[config.mk]
export PLATFORM = sky130hd
export DESIGN_NAME = keyed_pearson_counter_prng_unit
export DESIGN_NICKNAME = d
export VERILOG_FILES = /design/src/rtl/core/kpcp_pkg.sv /design/src/rtl/core/kpcp_ram.sv /design/src/rtl/core/kpcp_position.sv /design/src/rtl/core/keyed_pearson_counter_prng_unit.sv
export SDC_FILE = /design/constraint.sdc
export NUM_CORES = 2
export LEC_CHECK = 0
export ABC_CLOCK_PERIOD_IN_PS = 6000
export BUFFER_PORTS_ARGS = -buffer_cell sky130_fd_sc_hd__buf_2
export CORE_MARGIN = 2
export CORE_UTILIZATION = 40
export DETAILED_ROUTE_END_ITERATION = 7
export PLACE_DENSITY = 0.59
export SLEW_MARGIN = 20
export SYNTH_ARGS = -nofsm -noshare
export SYNTH_HDL_FRONTEND = slang
export SYNTH_SLANG_ARGS = --single-unit
[constraint.sdc]
create_clock -name clock -period 6 [get_ports clock]
set_input_delay 0.6 -clock clock [delete_from_list [all_inputs] [get_ports clock]]
set_output_delay 0.6 -clock clock [all_outputs]
set_load 0.005 [all_outputs]
[src/rtl/core/kpcp_pkg.sv]
// Shared constants, codes and types of the keyed Pearson counter generator.
package kpcp_pkg;

   localparam int MAX_LIMBS     = 8;
   localparam int MAX_KEY_BYTES = 32;
   localparam int DROP_STEPS    = 3072;

   localparam int BYTE_W        = 8;
   localparam int TABLE_DEPTH   = 1 << BYTE_W;
   localparam int POSITION_W    = 64;
   localparam int KEY_WORD_W    = 64;
   localparam int KEY_WORDS     = 4;
   localparam int KEY_LEN_W     = 6;
   localparam int KIND_W        = 2;
   localparam int CSR_INDEX_W   = 3;

   localparam int POS_BITS      = MAX_LIMBS * BYTE_W;
   localparam int LIMB_COUNT_W  = $clog2(MAX_LIMBS + 1);
   localparam int LIMB_INDEX_W  = (MAX_LIMBS > 1) ? $clog2(MAX_LIMBS) : 1;
   localparam int KEY_INDEX_W   = (MAX_KEY_BYTES > 1) ? $clog2(MAX_KEY_BYTES) : 1;
   localparam int STEP_W        = $clog2(DROP_STEPS);

   localparam logic [BYTE_W-1:0] TABLE_LAST = BYTE_W'(TABLE_DEPTH - 1);
   localparam logic [STEP_W-1:0] DROP_LAST  = STEP_W'(DROP_STEPS - 1);

   typedef enum logic [KIND_W-1:0] {
      KIND_REKEY    = 2'd0,
      KIND_SEEK     = 2'd1,
      KIND_GENERATE = 2'd2
   } kind_type;

   localparam logic [CSR_INDEX_W-1:0] CSR_KEY_WORD_0 = 3'd0;
   localparam logic [CSR_INDEX_W-1:0] CSR_KEY_WORD_1 = 3'd1;
   localparam logic [CSR_INDEX_W-1:0] CSR_KEY_WORD_2 = 3'd2;
   localparam logic [CSR_INDEX_W-1:0] CSR_KEY_WORD_3 = 3'd3;
   localparam logic [CSR_INDEX_W-1:0] CSR_KEY_LENGTH = 3'd4;

   typedef enum logic [3:0] {
      ST_IDLE,
      ST_FILL,
      ST_READ_I,
      ST_READ_J,
      ST_WRITE_I,
      ST_WRITE_J,
      ST_GEN_START,
      ST_GEN_HASH,
      ST_GEN_DONE
   } state_type;

   typedef struct packed {
      logic load;
      logic advance;
   } pos_ctrl_type;

endpackage

[src/rtl/core/kpcp_ram.sv]
// Generic single-write, single-read RAM with a registered read port.
module kpcp_ram #(
   parameter int WIDTH = 8,
   parameter int DEPTH = 256
) (
   input  logic                     clock,
   input  logic                     wr_en,
   input  logic [$clog2(DEPTH)-1:0] wr_addr,
   input  logic [WIDTH-1:0]         wr_data,
   input  logic [$clog2(DEPTH)-1:0] rd_addr,
   output logic [WIDTH-1:0]         rd_data
);

   logic [WIDTH-1:0] mem_ff [DEPTH];
   logic [WIDTH-1:0] rd_data_ff;

   always_ff @(posedge clock) begin
      if (wr_en) begin
         mem_ff[wr_addr] <= wr_data;
      end
      rd_data_ff <= mem_ff[rd_addr];
   end

   assign rd_data = rd_data_ff;

endmodule

[src/rtl/core/kpcp_position.sv]
// Stream position counter: seek load, limb count and increment with carry.
module kpcp_position (
   input  logic                                clock,
   input  logic                                reset,
   input  kpcp_pkg::pos_ctrl_type              ctrl,
   input  logic [kpcp_pkg::POSITION_W-1:0]     seek_position,
   input  logic [kpcp_pkg::LIMB_INDEX_W-1:0]   byte_index,
   output logic [kpcp_pkg::BYTE_W-1:0]         pos_byte,
   output logic [kpcp_pkg::LIMB_COUNT_W-1:0]   used_limbs
);

   import kpcp_pkg::*;

   logic [POS_BITS-1:0]     pos_ff;
   logic [POS_BITS-1:0]     pos_in;
   logic [LIMB_COUNT_W-1:0] limbs_ff;
   logic [LIMB_COUNT_W-1:0] limbs_in;
   logic [POS_BITS-1:0]     seek_bits;
   logic [LIMB_COUNT_W-1:0] seek_limbs;
   logic                    used_all_ones;

   assign seek_bits = seek_position[POS_BITS-1:0];

   always_comb begin
      seek_limbs = LIMB_COUNT_W'(1);
      for (int k = 0; k < MAX_LIMBS; k++) begin
         if (seek_bits[k*BYTE_W +: BYTE_W] != '0) begin
            seek_limbs = LIMB_COUNT_W'(k + 1);
         end
      end
   end

   always_comb begin
      used_all_ones = 1'b1;
      for (int k = 0; k < MAX_LIMBS; k++) begin
         if ((LIMB_COUNT_W'(k) < limbs_ff) && (pos_ff[k*BYTE_W +: BYTE_W] != '1)) begin
            used_all_ones = 1'b0;
         end
      end
   end

   always_comb begin
      pos_in   = pos_ff;
      limbs_in = limbs_ff;
      if (ctrl.load) begin
         pos_in   = seek_bits;
         limbs_in = seek_limbs;
      end else if (ctrl.advance) begin
         pos_in = pos_ff + POS_BITS'(1);
         if (used_all_ones && (limbs_ff < LIMB_COUNT_W'(MAX_LIMBS))) begin
            limbs_in = limbs_ff + LIMB_COUNT_W'(1);
         end
      end
   end

   always_ff @(posedge clock) begin
      if (reset) begin
         pos_ff   <= '0;
         limbs_ff <= LIMB_COUNT_W'(1);
      end else begin
         pos_ff   <= pos_in;
         limbs_ff <= limbs_in;
      end
   end

   assign pos_byte   = pos_ff[{byte_index, 3'b000} +: BYTE_W];
   assign used_limbs = limbs_ff;

endmodule

[src/rtl/core/keyed_pearson_counter_prng_unit.sv]
// Top level of the keyed Pearson counter byte generator with its sequencer and table.
// A seek item, or an item of the unused kind, leaves the sequencer idle and the block ready
// again in the next cycle. A generate item holds the input side from acceptance through the
// start, hash and done states, and the result item is registered as it leaves the done state;
// the chain of dependent lookups through the single read port of the table sets this, one
// lookup per cycle. A rekey item holds the input side while the fill state writes the
// identity permutation into all 256 entries, then through 256 key schedule and 3072 drop
// steps, each in four states (read i, read j, write i, write j) on the table. The result
// register lets a waiting result item stand while new items are accepted; a generate
// item waits at its end only while that register still holds an untaken item.
module keyed_pearson_counter_prng_unit (
   input  logic                                clock,
   input  logic                                reset,
   input  logic                                req_valid,
   output logic                                req_ready,
   input  logic [kpcp_pkg::KIND_W-1:0]         req_kind,
   input  logic [kpcp_pkg::POSITION_W-1:0]     req_position,
   output logic                                rsp_valid,
   input  logic                                rsp_ready,
   output logic [kpcp_pkg::BYTE_W-1:0]         rsp_random_byte,
   input  logic                                csr_valid,
   output logic                                csr_ready,
   input  logic [kpcp_pkg::CSR_INDEX_W-1:0]    csr_index,
   input  logic [kpcp_pkg::KEY_WORD_W-1:0]     csr_data
);

   import kpcp_pkg::*;

   state_type state_ff, state_in;

   logic [KEY_WORD_W-1:0]  key_word_ff [KEY_WORDS];
   logic [KEY_LEN_W-1:0]   key_length_ff;

   logic [BYTE_W-1:0]       i_ff, i_in;
   logic [BYTE_W-1:0]       j_ff, j_in;
   logic [BYTE_W-1:0]       si_ff, si_in;
   logic [KEY_INDEX_W-1:0]  kidx_ff, kidx_in;
   logic [STEP_W-1:0]       steps_ff, steps_in;
   logic                    drop_ff, drop_in;
   logic                    keyed_ff, keyed_in;
   logic [LIMB_COUNT_W-1:0] k_ff, k_in;
   logic [BYTE_W-1:0]       hash_ff, hash_in;
   logic                    rsp_valid_ff, rsp_valid_in;
   logic [BYTE_W-1:0]       rsp_byte_ff, rsp_byte_in;

   logic                    ram_we;
   logic [BYTE_W-1:0]       ram_waddr;
   logic [BYTE_W-1:0]       ram_wdata;
   logic [BYTE_W-1:0]       ram_raddr;
   logic [BYTE_W-1:0]       ram_rd_data;

   pos_ctrl_type            pos_ctrl;
   logic [LIMB_INDEX_W-1:0] pos_index;
   logic [BYTE_W-1:0]       pos_byte;
   logic [LIMB_COUNT_W-1:0] used_limbs;

   logic [KEY_WORDS*KEY_WORD_W-1:0] key_flat;
   logic [BYTE_W-1:0]       key_byte;
   logic [KEY_LEN_W-1:0]    key_len_eff;
   logic                    key_wrap;
   logic [BYTE_W-1:0]       addend;
   logic [BYTE_W-1:0]       step_j;
   logic [BYTE_W-1:0]       table_byte;
   logic                    rsp_slot_free;

   kpcp_ram #(
      .WIDTH (BYTE_W),
      .DEPTH (TABLE_DEPTH)
   ) u_table (
      .clock   (clock),
      .wr_en   (ram_we),
      .wr_addr (ram_waddr),
      .wr_data (ram_wdata),
      .rd_addr (ram_raddr),
      .rd_data (ram_rd_data)
   );

   kpcp_position u_position (
      .clock         (clock),
      .reset         (reset),
      .ctrl          (pos_ctrl),
      .seek_position (req_position),
      .byte_index    (pos_index),
      .pos_byte      (pos_byte),
      .used_limbs    (used_limbs)
   );

   assign csr_ready = 1'b1;

   always_ff @(posedge clock) begin
      if (reset) begin
         for (int w = 0; w < KEY_WORDS; w++) begin
            key_word_ff[w] <= '0;
         end
         key_length_ff <= KEY_LEN_W'(1);
      end else if (csr_valid) begin
         unique case (csr_index) inside
            CSR_KEY_WORD_0, CSR_KEY_WORD_1, CSR_KEY_WORD_2, CSR_KEY_WORD_3: begin
               key_word_ff[csr_index[1:0]] <= csr_data;
            end
            CSR_KEY_LENGTH: begin
               key_length_ff <= csr_data[KEY_LEN_W-1:0];
            end
            default: begin
            end
         endcase
      end
   end

   always_comb begin
      for (int w = 0; w < KEY_WORDS; w++) begin
         key_flat[w*KEY_WORD_W +: KEY_WORD_W] = key_word_ff[w];
      end
   end

   assign key_byte = key_flat[{kidx_ff, 3'b000} +: BYTE_W];

   always_comb begin
      if (key_length_ff == '0) begin
         key_len_eff = KEY_LEN_W'(1);
      end else if (key_length_ff > KEY_LEN_W'(MAX_KEY_BYTES)) begin
         key_len_eff = KEY_LEN_W'(MAX_KEY_BYTES);
      end else begin
         key_len_eff = key_length_ff;
      end
   end

   assign key_wrap      = (KEY_LEN_W'(kidx_ff) + KEY_LEN_W'(1)) >= key_len_eff;
   assign addend        = drop_ff ? '0 : key_byte;
   assign step_j        = j_ff + ram_rd_data + addend;
   assign table_byte    = keyed_ff ? ram_rd_data : '0;
   assign rsp_slot_free = !rsp_valid_ff || rsp_ready;
   assign req_ready     = (state_ff == ST_IDLE);

   always_comb begin
      state_in = state_ff;
      unique case (state_ff)
         ST_IDLE: begin
            if (req_valid) begin
               unique case (req_kind)
                  KIND_REKEY:    state_in = ST_FILL;
                  KIND_GENERATE: state_in = ST_GEN_START;
                  default:       state_in = ST_IDLE;
               endcase
            end
         end
         ST_FILL: begin
            if (i_ff == TABLE_LAST) begin
               state_in = ST_READ_I;
            end
         end
         ST_READ_I:  state_in = ST_READ_J;
         ST_READ_J:  state_in = ST_WRITE_I;
         ST_WRITE_I: state_in = ST_WRITE_J;
         ST_WRITE_J: begin
            if (drop_ff && (steps_ff == DROP_LAST)) begin
               state_in = ST_IDLE;
            end else begin
               state_in = ST_READ_I;
            end
         end
         ST_GEN_START: state_in = ST_GEN_HASH;
         ST_GEN_HASH: begin
            if (k_ff == used_limbs) begin
               state_in = ST_GEN_DONE;
            end
         end
         ST_GEN_DONE: begin
            if (rsp_slot_free) begin
               state_in = ST_IDLE;
            end
         end
         default: state_in = ST_IDLE;
      endcase
   end

   always_comb begin
      i_in         = i_ff;
      j_in         = j_ff;
      si_in        = si_ff;
      kidx_in      = kidx_ff;
      steps_in     = steps_ff;
      drop_in      = drop_ff;
      keyed_in     = keyed_ff;
      k_in         = k_ff;
      hash_in      = hash_ff;
      rsp_valid_in = rsp_valid_ff;
      rsp_byte_in  = rsp_byte_ff;
      ram_we       = 1'b0;
      ram_waddr    = i_ff;
      ram_wdata    = i_ff;
      ram_raddr    = i_ff;
      pos_ctrl     = '0;
      pos_index    = k_ff[LIMB_INDEX_W-1:0];
      if (rsp_valid_ff && rsp_ready) begin
         rsp_valid_in = 1'b0;
      end
      unique case (state_ff)
         ST_IDLE: begin
            if (req_valid) begin
               unique case (req_kind)
                  KIND_REKEY:    i_in = '0;
                  KIND_SEEK:     pos_ctrl.load = 1'b1;
                  KIND_GENERATE: k_in = '0;
                  default: begin
                  end
               endcase
            end
         end
         ST_FILL: begin
            ram_we = 1'b1;
            i_in   = i_ff + BYTE_W'(1);
            if (i_ff == TABLE_LAST) begin
               keyed_in = 1'b1;
               j_in     = '0;
               kidx_in  = '0;
               drop_in  = 1'b0;
            end
         end
         ST_READ_I: begin
            ram_raddr = i_ff;
         end
         ST_READ_J: begin
            j_in      = step_j;
            si_in     = ram_rd_data;
            ram_raddr = step_j;
         end
         ST_WRITE_I: begin
            ram_we    = 1'b1;
            ram_waddr = i_ff;
            ram_wdata = ram_rd_data;
         end
         ST_WRITE_J: begin
            ram_we    = 1'b1;
            ram_waddr = j_ff;
            ram_wdata = si_ff;
            i_in      = i_ff + BYTE_W'(1);
            if (drop_ff) begin
               steps_in = steps_ff + STEP_W'(1);
            end else begin
               kidx_in = key_wrap ? '0 : kidx_ff + KEY_INDEX_W'(1);
               if (i_ff == TABLE_LAST) begin
                  drop_in  = 1'b1;
                  i_in     = BYTE_W'(1);
                  j_in     = '0;
                  steps_in = '0;
               end
            end
         end
         ST_GEN_START: begin
            ram_raddr = pos_byte;
            k_in      = LIMB_COUNT_W'(1);
         end
         ST_GEN_HASH: begin
            ram_raddr = table_byte ^ pos_byte;
            if (k_ff == used_limbs) begin
               hash_in = table_byte;
            end else begin
               k_in = k_ff + LIMB_COUNT_W'(1);
            end
         end
         ST_GEN_DONE: begin
            if (rsp_slot_free) begin
               rsp_valid_in     = 1'b1;
               rsp_byte_in      = hash_ff;
               pos_ctrl.advance = 1'b1;
            end
         end
         default: begin
         end
      endcase
   end

   always_ff @(posedge clock) begin
      if (reset) begin
         state_ff     <= ST_IDLE;
         i_ff         <= '0;
         j_ff         <= '0;
         kidx_ff      <= '0;
         steps_ff     <= '0;
         drop_ff      <= 1'b0;
         keyed_ff     <= 1'b0;
         k_ff         <= '0;
         rsp_valid_ff <= 1'b0;
      end else begin
         state_ff     <= state_in;
         i_ff         <= i_in;
         j_ff         <= j_in;
         kidx_ff      <= kidx_in;
         steps_ff     <= steps_in;
         drop_ff      <= drop_in;
         keyed_ff     <= keyed_in;
         k_ff         <= k_in;
         rsp_valid_ff <= rsp_valid_in;
      end
   end

   always_ff @(posedge clock) begin
      si_ff       <= si_in;
      hash_ff     <= hash_in;
      rsp_byte_ff <= rsp_byte_in;
   end

   assign rsp_valid       = rsp_valid_ff;
   assign rsp_random_byte = rsp_byte_ff;

endmodule

==> impl_summary.md <==
Logic synthesis
The share of the synthesized area in compound gates (AO/OA/AOI/OAI) is 9.20%. By area the synthesized netlist is led by sky130_fd_sc_hd__edfxtp_1 69%, sky130_fd_sc_hd__nand2_1 4.5%, sky130_fd_sc_hd__mux2i_1 3.6%. The synthesized instance count is 7521. For this run, the leading register cell type out of synthesis is sky130_fd_sc_hd__edfxtp_1. Dividing the synthesized area by the synthesized cell count gives 13.5 µm². The most used standard cell by instance count after synthesis is sky130_fd_sc_hd__edfxtp_1. The multiplexer fraction of the synthesized cell area is 5.38%. The xor and xnor area share after synthesis is 0.276%. The Yosys step of the flow raised 0 warnings. The simple logic cell fraction of the synthesized area is 10.7%.

In this run the cell area of the synthesized design comes to 102000 µm². For this run, the register share of the synthesized area comes to 71.3%. The top cell type by area accounts for 68.8% of the synthesized area. The post-synth net total is 7686.

The post-synthesis register bit count is 2454. The share of synthesized flip-flops with an asynchronous set or reset is 0%. The number of different library cells used by synthesis comes to 88. The commonest cells after synthesis are 2328 x sky130_fd_sc_hd__edfxtp_1, 1231 x sky130_fd_sc_hd__nand2_1, 656 x sky130_fd_sc_hd__nor2_1.

The cell type with the largest total area after synthesis is sky130_fd_sc_hd__edfxtp_1. The dominant combinational cell family by area after synthesis is simple AND/OR/NAND/NOR gates. Counting flops with a built-in enable in the synthesized netlist gives 2328.

The adder-cell area share of the yosys netlist is 0.391%.

Routing
For this block, the initial DRC count from the detailed router was 8527. The routed wire length per instance is 27.4 µm. The count of nets left with antenna violations once routing finished came out at 0. In the routed design, unresolved DRC markers number 4. The detailed-route wire length is 318 mm. The number of search-and-repair iterations in the first detailed-routing pass is 8. The count of vias placed by the detailed router is 67800. Using the TritonRoute via totals, the vias-per-cell ratio works out to 5.84.

Final layout
After routing the design area is 120000 µm². The final net count is 8216. The layout has 22100 filler cells. The relative area change from synthesis to final layout is 17.9%.

The share of cells above drive strength 1 is 15.5%.

Critical path
The launching point of the worst reg2reg path is kidx_ff[0]. In this run the critical register-to-register path is captured at u_table.rd_data[2]. The most common cell type on the critical path is sky130_fd_sc_hd__buf_4. The type of element launching the critical path is a register. On the worst path, the slowest cell contributes a delay of 0.56 ns. Data on the critical path is required at its endpoint by 6.88 ns.

Counting both buffers and inverters, the worst setup path holds a total of 5. In this run the worst path has a maximum fanout of 27. The kind of cell with the highest combined delay on the critical path is multiplexers. For flop-to-flop paths, the worst setup slack is 0.05 ns.

The cell count of the worst reg-to-reg path is 20. Walking the worst path, the cells encountered are buf_12, mux4_2, mux4_2, mux2i_4, buf_4, or2_2, fa_1, fa_2, nor2_2, or4b_4, nand2_2, buf_4, nor2_4, buf_12, buf_4, a32oi_1, a31oi_1, a41oi_2, nor2_2, nand4_1. The slowest stage of the critical path belongs to the cell sky130_fd_sc_hd__fa_2. The data arrival time of the critical path is 6.84 ns. The type of the worst setup path is reg -> reg. STA classifies the critical path endpoint as a register.

CTS
Clock latency on the worst-skew pair, taken at its later pin, is 0.94 ns. The number of clock sinks is 2454. The CTS clock-pin slew for the worst setup and hold paths is 0.06 ns.

Counting along the longest clock path gives a buffer depth of 4. TritonCTS built the clock tree. TritonCTS created 281 clock buffers.

The total number of H-tree levels is 5. The cell at the root of the clock tree is sky130_fd_sc_hd__clkbuf_16.

Floorplanning
The area of the core is 253000 µm². The die width is 508 µm. Once the floorplan was initialized, standard cells occupied 40.1% of the core. From bottom edge to top edge, the die measures 508 µm.

The die outline area is 258000 µm². The boundary pin count is 149. The cell row count is 185.

Global route
The first global-routing pass estimated 458 mm of wire. The overall routing resource usage is 24.0%. The initial antenna violation count is 13.

The largest net degree at the start of global routing is 144. For this run the aggregate overflow at the end of global routing stands at 0. The number of global-route vias before repair was 65100.

Timing
Static timing analysis puts the maximum clock frequency at 168 MHz. The max-slew violation count was 0. Once routing completed, OpenROAD measured the worst setup slack at 0.0464 ns.

In this run the tightest slew margin relative to its limit is 17.6%. The number of hold violations in the final report was 0. The clock period could shrink to 5.95 ns.

The final clock period utilization by the worst path is 99.2%. Setup repair after global routing could not meet its margin everywhere. The clock tree skew after final layout is 0.0697 ns.

Setup violations remaining at the end of the flow were counted as 0. The slew at the pin closest to its max-slew limit is 1.23 ns.

Job
Max-cap violations in this run came to 0.

Power and ir drop
In this run the static leakage power is 0.0420 µW. Power spread over the standard cell area amounts to 375 nW/µm². The peak ir drop on the vdd network is 0.000318 V.

Worst hold path
For hold timing, the worst endpoint is key_word_ff[3][11]. The path class of the tightest hold or removal check is in -> reg. In this run the most critical hold path is launched from csr_data[11]. The worst hold path passes through 3 cells.

Placed design
The congestion estimate from routability-driven global placement came to 0.951. Summing all placed instances gives a cell area of 109000 µm². The worst slack at placement is -0.563 ns.

The placed wire-length estimate after detailed placement is 201 mm. In this run the tool buffered the top-level ports with 147 buffer cells.

Run status
The final reports fail on design-rule violations. The flow ran to the end, but the final reports show violations.
-- cell families (layout without fill, tap and decap cells) --
logic type | count (synthesis) | count (layout)
AO/OA/AOI/OAI | 1362 | 1362
XOR/XNOR | 32 | 32
adder cells (fa/ha/maj) | 27 | 27
buffers and inverters | 658 | 1367
flip-flops | 2454 | 2454
multiplexers | 444 | 444
other | 1 | 9
AND/OR/NAND/NOR | 2543 | 2545
-- flip-flops by register name, summed over array words and instances, names as in the netlist, 8 cells and up --
register / cells
hash_ff: 8
i_ff: 8
j_ff: 8
key_word_ff: 256
rsp_random_byte: 8
si_ff: 8
steps_ff: 12
u_position.pos_ff: 64
u_table.mem_ff: 2048
u_table.rd_data: 8
-- cells in the final DEF (no fill, tap or decap), types with 17 or more instances in the layout --
master / count
sky130_fd_sc_hd__a2111oi_0: 17
sky130_fd_sc_hd__a211oi_1: 57
sky130_fd_sc_hd__a21o_1: 18
sky130_fd_sc_hd__a21oi_1: 376
sky130_fd_sc_hd__a221oi_1: 71
sky130_fd_sc_hd__a22o_1: 41
sky130_fd_sc_hd__a22oi_1: 182
sky130_fd_sc_hd__a31oi_1: 80
sky130_fd_sc_hd__a32oi_1: 110
sky130_fd_sc_hd__a41oi_1: 51
sky130_fd_sc_hd__and2_1: 22
sky130_fd_sc_hd__and3_1: 19
sky130_fd_sc_hd__buf_12: 95
sky130_fd_sc_hd__buf_2: 146
sky130_fd_sc_hd__buf_4: 408
sky130_fd_sc_hd__bufinv_16: 19
sky130_fd_sc_hd__clkbuf_1: 61
sky130_fd_sc_hd__clkbuf_16: 292
sky130_fd_sc_hd__clkinv_1: 40
sky130_fd_sc_hd__clkinv_2: 40
sky130_fd_sc_hd__dfxtp_1: 123
sky130_fd_sc_hd__dlygate4sd3_1: 87
sky130_fd_sc_hd__edfxtp_1: 2328
sky130_fd_sc_hd__ha_1: 18
sky130_fd_sc_hd__inv_1: 152
sky130_fd_sc_hd__mux2i_1: 357
sky130_fd_sc_hd__mux4_2: 82
sky130_fd_sc_hd__nand2_1: 1224
sky130_fd_sc_hd__nand3_1: 285
sky130_fd_sc_hd__nand4_1: 78
sky130_fd_sc_hd__nor2_1: 644
sky130_fd_sc_hd__nor3_1: 60
sky130_fd_sc_hd__nor4_1: 35
sky130_fd_sc_hd__o21ai_0: 91
sky130_fd_sc_hd__o22ai_1: 113
sky130_fd_sc_hd__xor2_1: 17
-- worst max path at each step --
stage                    start                 end  slack (ns)  cells after the start
finish              kidx_ff[0]  u_table.rd_data[2]        0.05                     20
global route        kidx_ff[0]  u_table.rd_data[3]       -0.07                     22
CTS                 kidx_ff[0]  u_table.rd_data[3]       -0.01                     23
detailed placement  kidx_ff[0]  u_table.rd_data[2]       -0.56                     21
global placement    kidx_ff[0]  u_table.rd_data[2]       -0.51                     23
floorplan           kidx_ff[0]  u_table.rd_data[6]        0.04                     22
-- worst register-to-register path: cells and delay by family, from the launching register on --
| kind | cells | cell delay [ns] |
|---|---|---|
| multiplexers | 3 | 1.24 |
| AND/OR/NAND/NOR | 7 | 1.22 |
| AO/OA/AOI/OAI | 3 | 0.95 |
| flip-flops | 1 | 0.46 |
| adder cells (fa/ha/maj) | 2 | 1.00 |
| buffers and inverters | 5 | 1.06 |
-- per-stage QoR --
step	hold slack (ns)	TNS, ns	utilization, %	std cells	total power, µW
floorplan	0.400	0	-	7521	24700
global placement	0.406	-2.87	43.2	11000	28500
detailed placement	0.409	-3.15	43.2	11000	28600
CTS	0.000583	-0.0321	47.0	11600	44800
global route	0.0458	-0.242	47.3	11600	46300
finish	0.0555	0	47.3	11600	44900
-- layout make-up --
| cell class | count | area [µm²] | share of cell area (%) |
|---|---|---|---|
| Inverter | 153 | 574 | 0.479 |
| Timing Repair Buffer | 750 | 6850 | 5.72 |
| Multi-Input combinational cell | 4411 | 27200 | 22.7 |
| Sequential cell | 2454 | 72400 | 60.5 |
| Antenna cell | 8 | 20.0 | 0.0167 |
| Tap cell | 3366 | 4210 | 3.52 |
| Clock buffer | 350 | 7430 | 6.20 |
| Clock inverter | 114 | 1040 | 0.870 |
-- metal layers --
metal | wire [µm] | vias to the layer above | global-route usage [%]
met5 | 171 | - | 0.389
met1 | 132000 | 34300 | 33.7
met3 | 27400 | 605 | 4.26
met2 | 146000 | 3260 | 37.1
li1 | - | 29700 | -
met4 | 13300 | 9 | 9.55
-- what timing repair did --
| item | in CTS | in global routing |
|---|---|---|
| hold buffers | 87 | 0 |
| pin swaps | 3 | 17 |
| cloned | 2 | 7 |
| hold endpoints to repair | 87 | 0 |
| resized for setup | 31 | 87 |
| endpoints found under the setup margin | 8 | 8 |
| setup buffers | 10 | 12 |
-- power breakdown --
part           internal, µW  switching (µW)
combinational          3020            5910
sequential            19500             253
clock                  9540            6690
Power figures use the tool's default switching activity.
